<file path="src/hw/rtl/opdc_pkg.sv">
// types and constants shared by the one-pedal drive curve block
package opdc_pkg;

   localparam int PEDAL_W   = 16;
   localparam int SPEED_W   = 8;
   localparam int CELL_W    = 13;
   localparam int BRAKE_W   = 16;
   localparam int WINDOW_W  = 10;
   localparam int PERCENT_W = 7;
   localparam int CSR_IDX_W = 3;
   localparam int CSR_DATA_W = 16;

   // register indexes on the csr port
   typedef enum logic [CSR_IDX_W-1:0] {
      CSR_OPD_ENABLE         = 3'd0,
      CSR_CURVE_MODE         = 3'd1,
      CSR_RELATION_MODE      = 3'd2,
      CSR_MAX_SPEED_KPH      = 3'd3,
      CSR_MAX_BRAKE_FRACTION = 3'd4,
      CSR_FULL_CELL_MV       = 3'd5,
      CSR_RAMP_WINDOW_MV     = 3'd6
   } csr_index_type;

   // register values after reset
   localparam logic [SPEED_W-1:0]  RST_MAX_SPEED_KPH  = 8'd100;
   localparam logic [BRAKE_W-1:0]  RST_MAX_BRAKE      = 16'd0;
   localparam logic [CELL_W-1:0]   RST_FULL_CELL_MV   = 13'd4200;
   localparam logic [WINDOW_W-1:0] RST_RAMP_WINDOW_MV = 10'd50;

   // command to percent scale
   localparam logic [PERCENT_W-1:0] PCT_SCALE = 7'd100;

   typedef struct packed {
      logic [PEDAL_W-1:0] pedal_fraction;
      logic [SPEED_W-1:0] speed_kph;
      logic               brake_active;
      logic [CELL_W-1:0]  min_cell_mv;
   } opdc_req_type;

   typedef struct packed {
      logic [PEDAL_W-1:0]   drive_fraction;
      logic [PERCENT_W-1:0] drive_percent;
      logic                 regen_active;
   } opdc_rsp_type;

endpackage

</file>
<file path="src/hw/rtl/one_pedal_drive_curve_core.sv">
// one-pedal drive curve: pedal and speed to drive or regen command, shared multiplier and divider
// path: with brake or one-pedal off the request goes from ST_IDLE through ST_PCT and ST_OUT to
//    the output register; otherwise the sequencer runs multiplier and divider steps first
// flow: one item at a time, held in ST_OUT on output stalls; the item steps through the restoring
//    divider (one quotient bit per cycle, DW = max(FRACTION_BITS+13, 24) bits, up to twice per item)
// reset: synchronous, active high; clears sequencer, regen flag, result valid, loads defaults
module one_pedal_drive_curve_core #(
   parameter int FRACTION_BITS = 15
) (
   input  logic                              clock,
   input  logic                              reset,
   input  logic                              req_valid,
   output logic                              req_ready,
   input  opdc_pkg::opdc_req_type            req_data,
   output logic                              rsp_valid,
   input  logic                              rsp_ready,
   output opdc_pkg::opdc_rsp_type            rsp_data,
   input  logic                              csr_valid,
   output logic                              csr_ready,
   input  logic [opdc_pkg::CSR_IDX_W-1:0]    csr_index,
   input  logic [opdc_pkg::CSR_DATA_W-1:0]   csr_data
);

   import opdc_pkg::*;

   // datapath widths, all derived from the fraction format
   localparam int FB   = FRACTION_BITS;
   localparam int CW   = FB + 1;                       // command, 0..one
   localparam int SOW  = FB + 8;                       // speed times one
   localparam int PMW  = FB + 9;                       // pedal times max speed
   localparam int TW   = FB + 8;                       // quotient that gets squared
   localparam int MAW  = FB + 16;                      // multiplier operand a
   localparam int MBW  = (FB + 8 > 16) ? FB + 8 : 16;  // multiplier operand b
   localparam int PRW  = MAW + MBW;                    // product
   localparam int DW   = (FB + 13 > 24) ? FB + 13 : 24; // dividend and quotient
   localparam int DENW = WINDOW_W;                     // divisor
   localparam int DCW  = $clog2(DW + 1);

   localparam logic [PRW-1:0] ONE_W     = PRW'(1) << FB;
   localparam logic [CW-1:0]  ONE_C     = ONE_W[CW-1:0];
   localparam logic [DCW-1:0] DIV_STEPS = DCW'(DW);

   // sequencer states
   typedef enum logic [13:0] {
      ST_IDLE = 14'b00000000000001,
      ST_PM   = 14'b00000000000010,  // pedal times max speed
      ST_PP   = 14'b00000000000100,  // that times pedal again, for the squared relation
      ST_DEC  = 14'b00000000001000,  // drive or regen decision
      ST_LMUL = 14'b00000000010000,  // numerator of a linear curve
      ST_LDIV = 14'b00000000100000,  // start the linear curve division
      ST_DIV  = 14'b00000001000000,  // divider running
      ST_SQ   = 14'b00000010000000,  // quotient squared
      ST_SQD  = 14'b00000100000000,  // drive result, or square times max brake
      ST_SQB  = 14'b00001000000000,  // quadratic regen result
      ST_RAMP = 14'b00010000000000,  // regen ramp near full cell voltage
      ST_RDIV = 14'b00100000000000,  // start the ramp division
      ST_PCT  = 14'b01000000000000,  // command times hundred
      ST_OUT  = 14'b10000000000000   // hand the result to the output register
   } state_type;

   // what the divider is working on
   typedef enum logic [2:0] {
      DK_DRV_QUAD = 3'd0,
      DK_DRV_LIN  = 3'd1,
      DK_RGN_QUAD = 3'd2,
      DK_RGN_LIN  = 3'd3,
      DK_RAMP     = 3'd4
   } div_kind_type;

   // configuration registers
   logic                opd_enable_ff, opd_enable_in;
   logic                curve_mode_ff, curve_mode_in;
   logic                relation_mode_ff, relation_mode_in;
   logic [SPEED_W-1:0]  max_speed_ff, max_speed_in;
   logic [BRAKE_W-1:0]  max_brake_ff, max_brake_in;
   logic [CELL_W-1:0]   full_cell_ff, full_cell_in;
   logic [WINDOW_W-1:0] ramp_window_ff, ramp_window_in;

   // sequencer and item registers
   state_type           state_ff, state_in;
   logic                regen_ff, regen_in;
   logic                drive_ff, drive_in;
   logic [CW-1:0]       p_ff, p_in;
   logic [SPEED_W-1:0]  speed_ff, speed_in;
   logic [CELL_W-1:0]   cell_ff, cell_in;
   logic [PMW-1:0]      pm_ff, pm_in;
   logic [CW-1:0]       cmd_ff, cmd_in;

   // shared multiplier
   logic [MAW-1:0]      mul_a;
   logic [MBW-1:0]      mul_b;
   logic                mul_en;
   logic [PRW-1:0]      mul_p;
   logic [PRW-1:0]      prod_ff, prod_in;

   // shared restoring divider
   logic [DW-1:0]       quo_ff, quo_in;
   logic [DENW-1:0]     rem_ff, rem_in;
   logic [DENW-1:0]     den_ff, den_in;
   logic [DCW-1:0]      dcnt_ff, dcnt_in;
   div_kind_type        divk_ff, divk_in;
   logic                div_go;
   logic [DW-1:0]       div_num;
   logic [DENW-1:0]     div_den;
   logic [DENW:0]       div_trial;
   logic                div_ge;

   // output register
   logic                rsp_valid_ff, rsp_valid_in;
   opdc_rsp_type        rsp_data_ff, rsp_data_in;

   // derived values
   logic [SPEED_W-1:0]  mx;
   logic [SOW-1:0]      so;
   logic [PMW-1:0]      so_ext;
   logic                pm_gt_so;
   logic [PMW-1:0]      e_abs;
   logic [PRW-1:0]      so_sq;
   logic                drive_dec;
   logic [PRW-1:0]      prod_shr;
   logic [PRW-1:0]      prod_shr2;
   logic [CW-1:0]       prod_sat;
   logic [PRW-1:0]      quo_w;
   logic [CW-1:0]       quo_sat;
   logic [CW-1:0]       drv_lin;
   logic [PRW-1:0]      pedal_w;
   logic [CW-1:0]       pedal_sat;
   logic [PRW-1:0]      brake_w;
   logic [CW-1:0]       brake_sat;
   logic                cell_ge_full;
   logic                cell_in_band;
   logic [CELL_W-1:0]   full_minus_cell;
   logic [PRW-1:0]      cmd_w;

   // a zero max speed counts as one
   assign mx       = (max_speed_ff == '0) ? SPEED_W'(1) : max_speed_ff;
   assign so       = {speed_ff, {FB{1'b0}}};
   assign so_ext   = PMW'(so);
   assign pm_gt_so = pm_ff > so_ext;
   assign e_abs    = pm_gt_so ? pm_ff - so_ext : so_ext - pm_ff;
   assign so_sq    = PRW'(so) << FB;

   // pedal against speed fraction, plain or squared, exact on integers
   assign drive_dec = relation_mode_ff ? (prod_ff > so_sq) : pm_gt_so;

   // saturation to one of the various intermediate results
   assign prod_shr  = prod_ff >> FB;
   assign prod_shr2 = prod_ff >> 2;
   assign prod_sat  = (prod_shr > ONE_W) ? ONE_C : prod_shr[CW-1:0];
   assign quo_w     = PRW'(quo_ff);
   assign quo_sat   = (quo_w > ONE_W) ? ONE_C : quo_ff[CW-1:0];
   assign drv_lin   = (quo_w >= ONE_W) ? '0 : ONE_C - quo_ff[CW-1:0];
   assign pedal_w   = PRW'(req_data.pedal_fraction);
   assign pedal_sat = (pedal_w > ONE_W) ? ONE_C : pedal_w[CW-1:0];
   assign brake_w   = PRW'(max_brake_ff);
   assign brake_sat = (brake_w > ONE_W) ? ONE_C : brake_w[CW-1:0];
   assign cmd_w     = PRW'(cmd_ff);

   // ramp band: full - window <= cell < full, taken unsigned as cell + window >= full
   assign cell_ge_full    = cell_ff >= full_cell_ff;
   assign cell_in_band    = (14'(cell_ff) + 14'(ramp_window_ff)) >= 14'(full_cell_ff);
   assign full_minus_cell = full_cell_ff - cell_ff;

   // divider step: one quotient bit per cycle
   assign div_trial = {rem_ff, quo_ff[DW-1]};
   assign div_ge    = div_trial >= {1'b0, den_ff};

   // operand selection for the shared multiplier
   always_comb begin
      mul_a  = '0;
      mul_b  = '0;
      mul_en = 1'b1;
      unique case (state_ff)
         ST_PM: begin
            mul_a = MAW'(p_ff);
            mul_b = MBW'(mx);
         end
         ST_PP: begin
            mul_a = MAW'(prod_ff[PMW-1:0]);
            mul_b = MBW'(p_ff);
         end
         ST_LMUL: begin
            if (drive_ff) begin
               mul_a = MAW'(ONE_C - p_ff);
               mul_b = MBW'(mx);
            end else begin
               mul_a = MAW'(so_ext - pm_ff);
               mul_b = MBW'(max_brake_ff);
            end
         end
         ST_SQ: begin
            mul_a = MAW'(quo_ff[TW-1:0]);
            mul_b = MBW'(quo_ff[TW-1:0]);
         end
         ST_SQD: begin
            mul_a = prod_shr[MAW-1:0];
            mul_b = MBW'(max_brake_ff);
         end
         ST_RAMP: begin
            mul_a = MAW'(cmd_ff);
            mul_b = MBW'(full_minus_cell);
         end
         ST_PCT: begin
            mul_a = MAW'(cmd_ff);
            mul_b = MBW'(PCT_SCALE);
         end
         default: begin
            mul_en = 1'b0;
         end
      endcase
   end

   assign mul_p   = mul_a * mul_b;
   assign prod_in = mul_en ? mul_p : prod_ff;

   // sequencer
   always_comb begin
      state_in     = state_ff;
      regen_in     = regen_ff;
      drive_in     = drive_ff;
      p_in         = p_ff;
      speed_in     = speed_ff;
      cell_in      = cell_ff;
      pm_in        = pm_ff;
      cmd_in       = cmd_ff;
      divk_in      = divk_ff;
      div_go       = 1'b0;
      div_num      = '0;
      div_den      = '0;
      rsp_data_in  = rsp_data_ff;
      rsp_valid_in = rsp_valid_ff;

      // result leaves on its transfer
      if (rsp_valid_ff && rsp_ready) begin
         rsp_valid_in = 1'b0;
      end

      unique case (state_ff)
         ST_IDLE: begin
            if (req_valid) begin
               p_in     = pedal_sat;
               speed_in = req_data.speed_kph;
               cell_in  = req_data.min_cell_mv;
               if (req_data.brake_active || !opd_enable_ff) begin
                  // pass-through, flag left as it is
                  cmd_in   = pedal_sat;
                  state_in = ST_PCT;
               end else begin
                  state_in = ST_PM;
               end
            end
         end
         ST_PM: begin
            state_in = ST_PP;
         end
         ST_PP: begin
            pm_in    = prod_ff[PMW-1:0];
            state_in = ST_DEC;
         end
         ST_DEC: begin
            drive_in = drive_dec;
            regen_in = !drive_dec;
            if (drive_dec) begin
               if (curve_mode_ff) begin
                  div_go   = 1'b1;
                  div_num  = DW'(e_abs);
                  div_den  = DENW'(mx - speed_ff);
                  divk_in  = DK_DRV_QUAD;
                  state_in = ST_DIV;
               end else begin
                  state_in = ST_LMUL;
               end
            end else if (speed_ff == '0) begin
               // standstill gives full braking
               cmd_in   = brake_sat;
               state_in = ST_RAMP;
            end else if (curve_mode_ff) begin
               div_go   = 1'b1;
               div_num  = DW'(e_abs);
               div_den  = DENW'(speed_ff);
               divk_in  = DK_RGN_QUAD;
               state_in = ST_DIV;
            end else if (so_ext > pm_ff) begin
               state_in = ST_LMUL;
            end else begin
               cmd_in   = '0;
               state_in = ST_RAMP;
            end
         end
         ST_LMUL: begin
            state_in = ST_LDIV;
         end
         ST_LDIV: begin
            div_go = 1'b1;
            if (drive_ff) begin
               // divide by four times the speed margin
               div_num = prod_shr2[DW-1:0];
               div_den = DENW'(mx - speed_ff);
               divk_in = DK_DRV_LIN;
            end else begin
               // divide by speed times one
               div_num = prod_shr[DW-1:0];
               div_den = DENW'(speed_ff);
               divk_in = DK_RGN_LIN;
            end
            state_in = ST_DIV;
         end
         ST_DIV: begin
            if (dcnt_ff == '0) begin
               unique case (divk_ff)
                  DK_DRV_QUAD, DK_RGN_QUAD: begin
                     state_in = ST_SQ;
                  end
                  DK_DRV_LIN: begin
                     cmd_in   = drv_lin;
                     state_in = ST_PCT;
                  end
                  DK_RGN_LIN: begin
                     cmd_in   = quo_sat;
                     state_in = ST_RAMP;
                  end
                  default: begin
                     cmd_in   = quo_sat;
                     state_in = ST_PCT;
                  end
               endcase
            end
         end
         ST_SQ: begin
            state_in = ST_SQD;
         end
         ST_SQD: begin
            if (drive_ff) begin
               cmd_in   = prod_sat;
               state_in = ST_PCT;
            end else begin
               state_in = ST_SQB;
            end
         end
         ST_SQB: begin
            cmd_in   = prod_sat;
            state_in = ST_RAMP;
         end
         ST_RAMP: begin
            if (cell_ge_full) begin
               cmd_in   = '0;
               state_in = ST_PCT;
            end else if (cell_in_band) begin
               state_in = ST_RDIV;
            end else begin
               state_in = ST_PCT;
            end
         end
         ST_RDIV: begin
            div_go   = 1'b1;
            div_num  = prod_ff[DW-1:0];
            div_den  = ramp_window_ff;
            divk_in  = DK_RAMP;
            state_in = ST_DIV;
         end
         ST_PCT: begin
            state_in = ST_OUT;
         end
         ST_OUT: begin
            // output register free or emptied this cycle
            if (!rsp_valid_ff || rsp_ready) begin
               rsp_data_in.drive_fraction = cmd_w[PEDAL_W-1:0];
               rsp_data_in.drive_percent  = prod_shr[PERCENT_W-1:0];
               rsp_data_in.regen_active   = regen_ff;
               rsp_valid_in               = 1'b1;
               state_in                   = ST_IDLE;
            end
         end
         default: begin
            state_in = ST_IDLE;
         end
      endcase
   end

   // divider registers
   always_comb begin
      quo_in  = quo_ff;
      rem_in  = rem_ff;
      den_in  = den_ff;
      dcnt_in = dcnt_ff;
      if (div_go) begin
         quo_in  = div_num;
         rem_in  = '0;
         den_in  = div_den;
         dcnt_in = DIV_STEPS;
      end else if (state_ff == ST_DIV && dcnt_ff != '0) begin
         rem_in  = div_ge ? DENW'(div_trial - {1'b0, den_ff}) : div_trial[DENW-1:0];
         quo_in  = {quo_ff[DW-2:0], div_ge};
         dcnt_in = dcnt_ff - DCW'(1);
      end
   end

   // register writes, taken at any time
   always_comb begin
      opd_enable_in    = opd_enable_ff;
      curve_mode_in    = curve_mode_ff;
      relation_mode_in = relation_mode_ff;
      max_speed_in     = max_speed_ff;
      max_brake_in     = max_brake_ff;
      full_cell_in     = full_cell_ff;
      ramp_window_in   = ramp_window_ff;
      if (csr_valid) begin
         unique case (csr_index)
            CSR_OPD_ENABLE:         opd_enable_in    = csr_data[0];
            CSR_CURVE_MODE:         curve_mode_in    = csr_data[0];
            CSR_RELATION_MODE:      relation_mode_in = csr_data[0];
            CSR_MAX_SPEED_KPH:      max_speed_in     = csr_data[SPEED_W-1:0];
            CSR_MAX_BRAKE_FRACTION: max_brake_in     = csr_data[BRAKE_W-1:0];
            CSR_FULL_CELL_MV:       full_cell_in     = csr_data[CELL_W-1:0];
            CSR_RAMP_WINDOW_MV:     ramp_window_in   = csr_data[WINDOW_W-1:0];
            default: begin
            end
         endcase
      end
   end

   // control state
   always_ff @(posedge clock) begin
      if (reset) begin
         state_ff         <= ST_IDLE;
         regen_ff         <= 1'b0;
         rsp_valid_ff     <= 1'b0;
         dcnt_ff          <= '0;
         opd_enable_ff    <= 1'b0;
         curve_mode_ff    <= 1'b0;
         relation_mode_ff <= 1'b0;
         max_speed_ff     <= RST_MAX_SPEED_KPH;
         max_brake_ff     <= RST_MAX_BRAKE;
         full_cell_ff     <= RST_FULL_CELL_MV;
         ramp_window_ff   <= RST_RAMP_WINDOW_MV;
      end else begin
         state_ff         <= state_in;
         regen_ff         <= regen_in;
         rsp_valid_ff     <= rsp_valid_in;
         dcnt_ff          <= dcnt_in;
         opd_enable_ff    <= opd_enable_in;
         curve_mode_ff    <= curve_mode_in;
         relation_mode_ff <= relation_mode_in;
         max_speed_ff     <= max_speed_in;
         max_brake_ff     <= max_brake_in;
         full_cell_ff     <= full_cell_in;
         ramp_window_ff   <= ramp_window_in;
      end
   end

   // payload, no reset
   always_ff @(posedge clock) begin
      drive_ff    <= drive_in;
      p_ff        <= p_in;
      speed_ff    <= speed_in;
      cell_ff     <= cell_in;
      pm_ff       <= pm_in;
      cmd_ff      <= cmd_in;
      prod_ff     <= prod_in;
      quo_ff      <= quo_in;
      rem_ff      <= rem_in;
      den_ff      <= den_in;
      divk_ff     <= divk_in;
      rsp_data_ff <= rsp_data_in;
   end

   // ports
   assign req_ready = (state_ff == ST_IDLE);
   assign rsp_valid = rsp_valid_ff;
   assign rsp_data  = rsp_data_ff;
   assign csr_ready = 1'b1;

endmodule
</file>
<file path="config.mk">
export PLATFORM = sky130hd
export DESIGN_NAME = one_pedal_drive_curve_core
export DESIGN_NICKNAME = d
export VERILOG_FILES = /design/src/hw/rtl/opdc_pkg.sv /design/src/hw/rtl/one_pedal_drive_curve_core.sv
export SDC_FILE = /design/constraint.sdc
export NUM_CORES = 2
export LEC_CHECK = 0
export BUFFER_PORTS_ARGS = -buffer_cell sky130_fd_sc_hd__buf_2
export CAP_MARGIN = 15
export CORE_AREA = 2 2 250 252
export DETAILED_ROUTE_END_ITERATION = 8
export DIE_AREA = 0 0 252 254
export PLACE_DENSITY = 0.82
export SYNTH_ARGS = -nofsm -noshare
export SYNTH_HDL_FRONTEND = slang
export SYNTH_SLANG_ARGS = --single-unit
export TNS_END_PERCENT = 5
</file>
<file path="constraint.sdc">
create_clock -name clock -period 12.4 [get_ports clock]
set_clock_uncertainty 0.1 [all_clocks]
set_input_delay 1.24 -clock clock [delete_from_list [all_inputs] [get_ports clock]]
set_output_delay 1.24 -clock clock [all_outputs]
set_load 0.005 [all_outputs]
</file>
==> results.txt <==
* Core region area: 61,300 sq um
* Biggest area contributors in the synthesized netlist: fa_1, edfxtp_1, ha_1
* RSZ-0062 raised after global routing: false
- Number of buffers created by CTS: 31
- Routability-driven placement finished with a final weighted congestion of 1.04.
* Clock insertion delay at the later pin of the skew report: about 0.60 ns
- Power density over cell area: 77.5 nW/um^2
* Rel. slew slack: 0.217
- In this run the remaining antenna-violating nets after routing total 0.
- Most frequent cells in the layout: inv_1, fa_1, nand2_1
- Wirelength per Cell: 24.4 microns
- Time the worst path needs with I/O delays and setup: ~11 ns
- Vias in the first global route: around 34,000
- Fraction of registers with async set or reset after synthesis: 0
* Sequential area share after synthesis: 0.191
- The worst-case IR drop observed on VDD is 118 uV.
- The final layout contains 5,413 nets.
- Reg2reg path depth: 32
* GRT Total Usage: 0.412
- The count of endpoints failing hold in the final timing report came to 0.
- Number of synthesized flops with an enable pin: around 200
* Synthesis Warnings: 0
* Via count of the routed design: about 34,000
* Maxcap violations: 0
- Cell depth of the worst hold path: 2
- TritonCTS built the clock tree.
* Synthesized area per cell: between 8 and 9 sq um
- Portion of synthesized cell area occupied by the leading cell type: 0.309
* Critical Path RT: 12.62 ns
- Switching part of the total: 0.365
* Final worst path period share: 0.883
- Post-detailed-placement cell area: 40,900 sq um
- Slowest stage cell on the critical path: and4b_1
- In this run the cell area of the synthesized design comes to roughly 40,000 sq um.
- Of the total power, combinational logic draws 0.347.
* Max clock buf depth: 3
* Die width: 252 microns
- CP dominant cell by count: fa_1
- Maximum number of pins on one net before global-route repair: 67
- In this run the post-CTS setup repair buffer count came out at 0.
* Wire length of the first global-routing pass: between 150,000 and 200,000 microns
- For this design the total switching power over the nets is around 1.2 mW.
- In this run the worst path has a maximum fanout of 23.
- Global routing finished with a remaining overflow of 0.
- The run finished with clean final reports.
- After synthesis, the netlist uses between 80 and 90 different library cells.
- Hpwl dp: approximately 100,000 microns
* Via/cell ratio: 6.39
- In this run the static leakage power is between 15 and 20 nW.
- Counting flops and latches in the post-synthesis netlist gives between 200 and 300.
- During I/O placement, the number of pins put on the boundary was 89.
- Vert. Die Dim: 254 microns
* Post-detailed-route DRC marker count: 0
- After detailed routing, the total wire length is 129,000 microns.
* Achievable Freq: around 91 MHz
- Most area-hungry cell type in the Yosys netlist: fa_1
* Hold_buf cts: 0
- The number of antenna violations at the first check in global routing was 4.
* Worst setup SP type: flip-flop
- Of the total power, the clock network draws 0.283.
* Slew Limit Fails: 0
- Relative to the synthesized area, the layout overhead comes to 5.86%.
* Violation count after the first detailed-routing iteration: ~4,200
- Total number of H-tree levels: 1
* Data arrival, critical path: 11.16 ns
- For this configuration, the core starts out at a cell density of 0.646.
- In this design, the stage delay of the slowest critical-path cell is 0.91 ns.
* Relative contribution of sequential cells to total power: 0.370
- Buffers on Ports: 87
* Cell at the root of the clock tree: clkbuf_16
* Final-layout setup total negative slack: 0 ns
* Sinks on the clock net: 278
- Among all flip-flop cells after synthesis, the most frequent one is edfxtp_1.
- Clock-pin slew was measured on the worst setup and hold paths at 0.06 ns.
- Setup violations remaining at the end of the flow were counted as 0.
* Cell area after layout: 41,900 sq um
* Path category of the worst min-delay check: flip-flop to flip-flop
- The internal portion of the total power is 2.06 mW.
- Number of cells produced by synthesis: 4,460
* Fillers: 4,849
* Final Core Density: 0.684
- Number of gates given a new drive strength after cts: 0
- Iteration count of the initial detailed-routing pass: 9
- Floorplan row count: 91
* Critical path class: flip-flop to flip-flop
* Actual transition at the worst max-transition pin: 1.17 ns
- STA classifies the critical path endpoint as a flip-flop.
- The library cell used most frequently in the layout, excluding fill and tap cells, is inv_1.
- The die covers 64,000 sq um.
- In the final layout, the share of cells above drive strength 1 is 0.0575.
## state kept, by name, summed over array words and instances (netlist names), 14 cells and up
signal,count
quo_ff,28
p_ff,16
pm_ff,24
max_brake_ff,16
rsp_data,24
cmd_ff,16
prod_ff,54
state_ff,14
## cell type report
class,instances,area [sq um],area share
Antenna cell,3,7.51,0.000179
Clock buffer,44,866,0.0207
Clock inverter,14,125,0.00299
Inverter,805,3020,0.0721
Multi-Input combinational cell,3204,28400,0.677
Sequential cell,278,7540,0.180
Tap cell,790,988,0.0236
Timing Repair Buffer,158,981,0.0234
## layer usage
layer / wire length (microns) / global-route usage
met5: 27 / 0
met4: 9010 / 0.237
met3: 16800 / 0.112
met2: 57200 / 0.640
met1: 46300 / 0.522
## power by group through the flow
stage                     logic [mW]  clock network [mW]  registers (mW)
after detailed placement        1.04                   0            1.21
after CTS                       1.05               0.917            1.19
after global routing            1.25               0.950            1.20
after global placement          1.03                   0            1.21
after floorplan                0.806                   0            1.16
final                           1.13               0.920            1.20
## final timing paths
| check | endpoint | from | slack, ns |
|---|---|---|---|
| worst max-delay path | prod_ff[46]$_DFFE_PP_ | state_ff[1]$_SDFFE_PP0P_ | 1.46 |
| worst min-delay path | max_speed_ff[0]$_SDFFE_PP0P_ | max_speed_ff[0]$_SDFFE_PP0P_ | 0.36 |
| worst min register to register | max_speed_ff[0]$_SDFFE_PP0P_ | max_speed_ff[0]$_SDFFE_PP0P_ | 0.36 |
| worst max register to register | prod_ff[46]$_DFFE_PP_ | state_ff[1]$_SDFFE_PP0P_ | 1.46 |
## cells by family (layout without fill, tap and decap cells)
| family | Yosys count | count (layout) | synth area share |
|---|---|---|---|
| compound gates | 780 | 780 | 0.126 |
| xor+xnor | 134 | 134 | 0.0297 |
| fa+ha+maj | 873 | 873 | 0.392 |
| buf+inv | 1033 | 1021 | 0.100 |
| flops | 278 | 278 | 0.191 |
| mux | 47 | 47 | 0.0120 |
| other cells | 2 | 60 | 0.000190 |
| simple gates | 1313 | 1313 | 0.149 |
## critical path: cells and delay by family (launching register included)
family	cells	cell delay [ns]
DFF	1	0.35
buffers and inverters	7	1.08
adders and majority gates	8	3.97
AOI/OAI and AO/OA	7	2.34
and+or+nand+nor	9	2.71
xor gates and xnor gates	1	0.10
## per-stage QoR
| step | power, mW | worst slack [ns] | hold slack [ns] | std cells |
|---|---|---|---|---|
| detailed placement | 2.25 | 1.74 | 0.347 | 5235 |
| global route | 3.40 | 1.10 | 0.385 | 5293 |
| CTS | 3.16 | 1.68 | 0.354 | 5293 |
| finish | 3.25 | 1.46 | 0.357 | 5296 |
| floorplan | 1.97 | 3.29 | 0.309 | 4515 |
| global placement | 2.24 | 1.94 | 0.337 | 5235 |
## cells in the mapped netlist, drive strengths merged, types with 40 or more instances
master and instances:
nand2 563, dfxtp 81, nand3 40, a21oi 254, fa 611, xnor2 73, xor2 61, edfxtp 197
nor2 382, mux2i 44, and2 40, buf 62, ha 262, a21o 68, clkbuf 166, nor3 49
o21ai 185, inv 804
(Power assumes the default switching activity.)
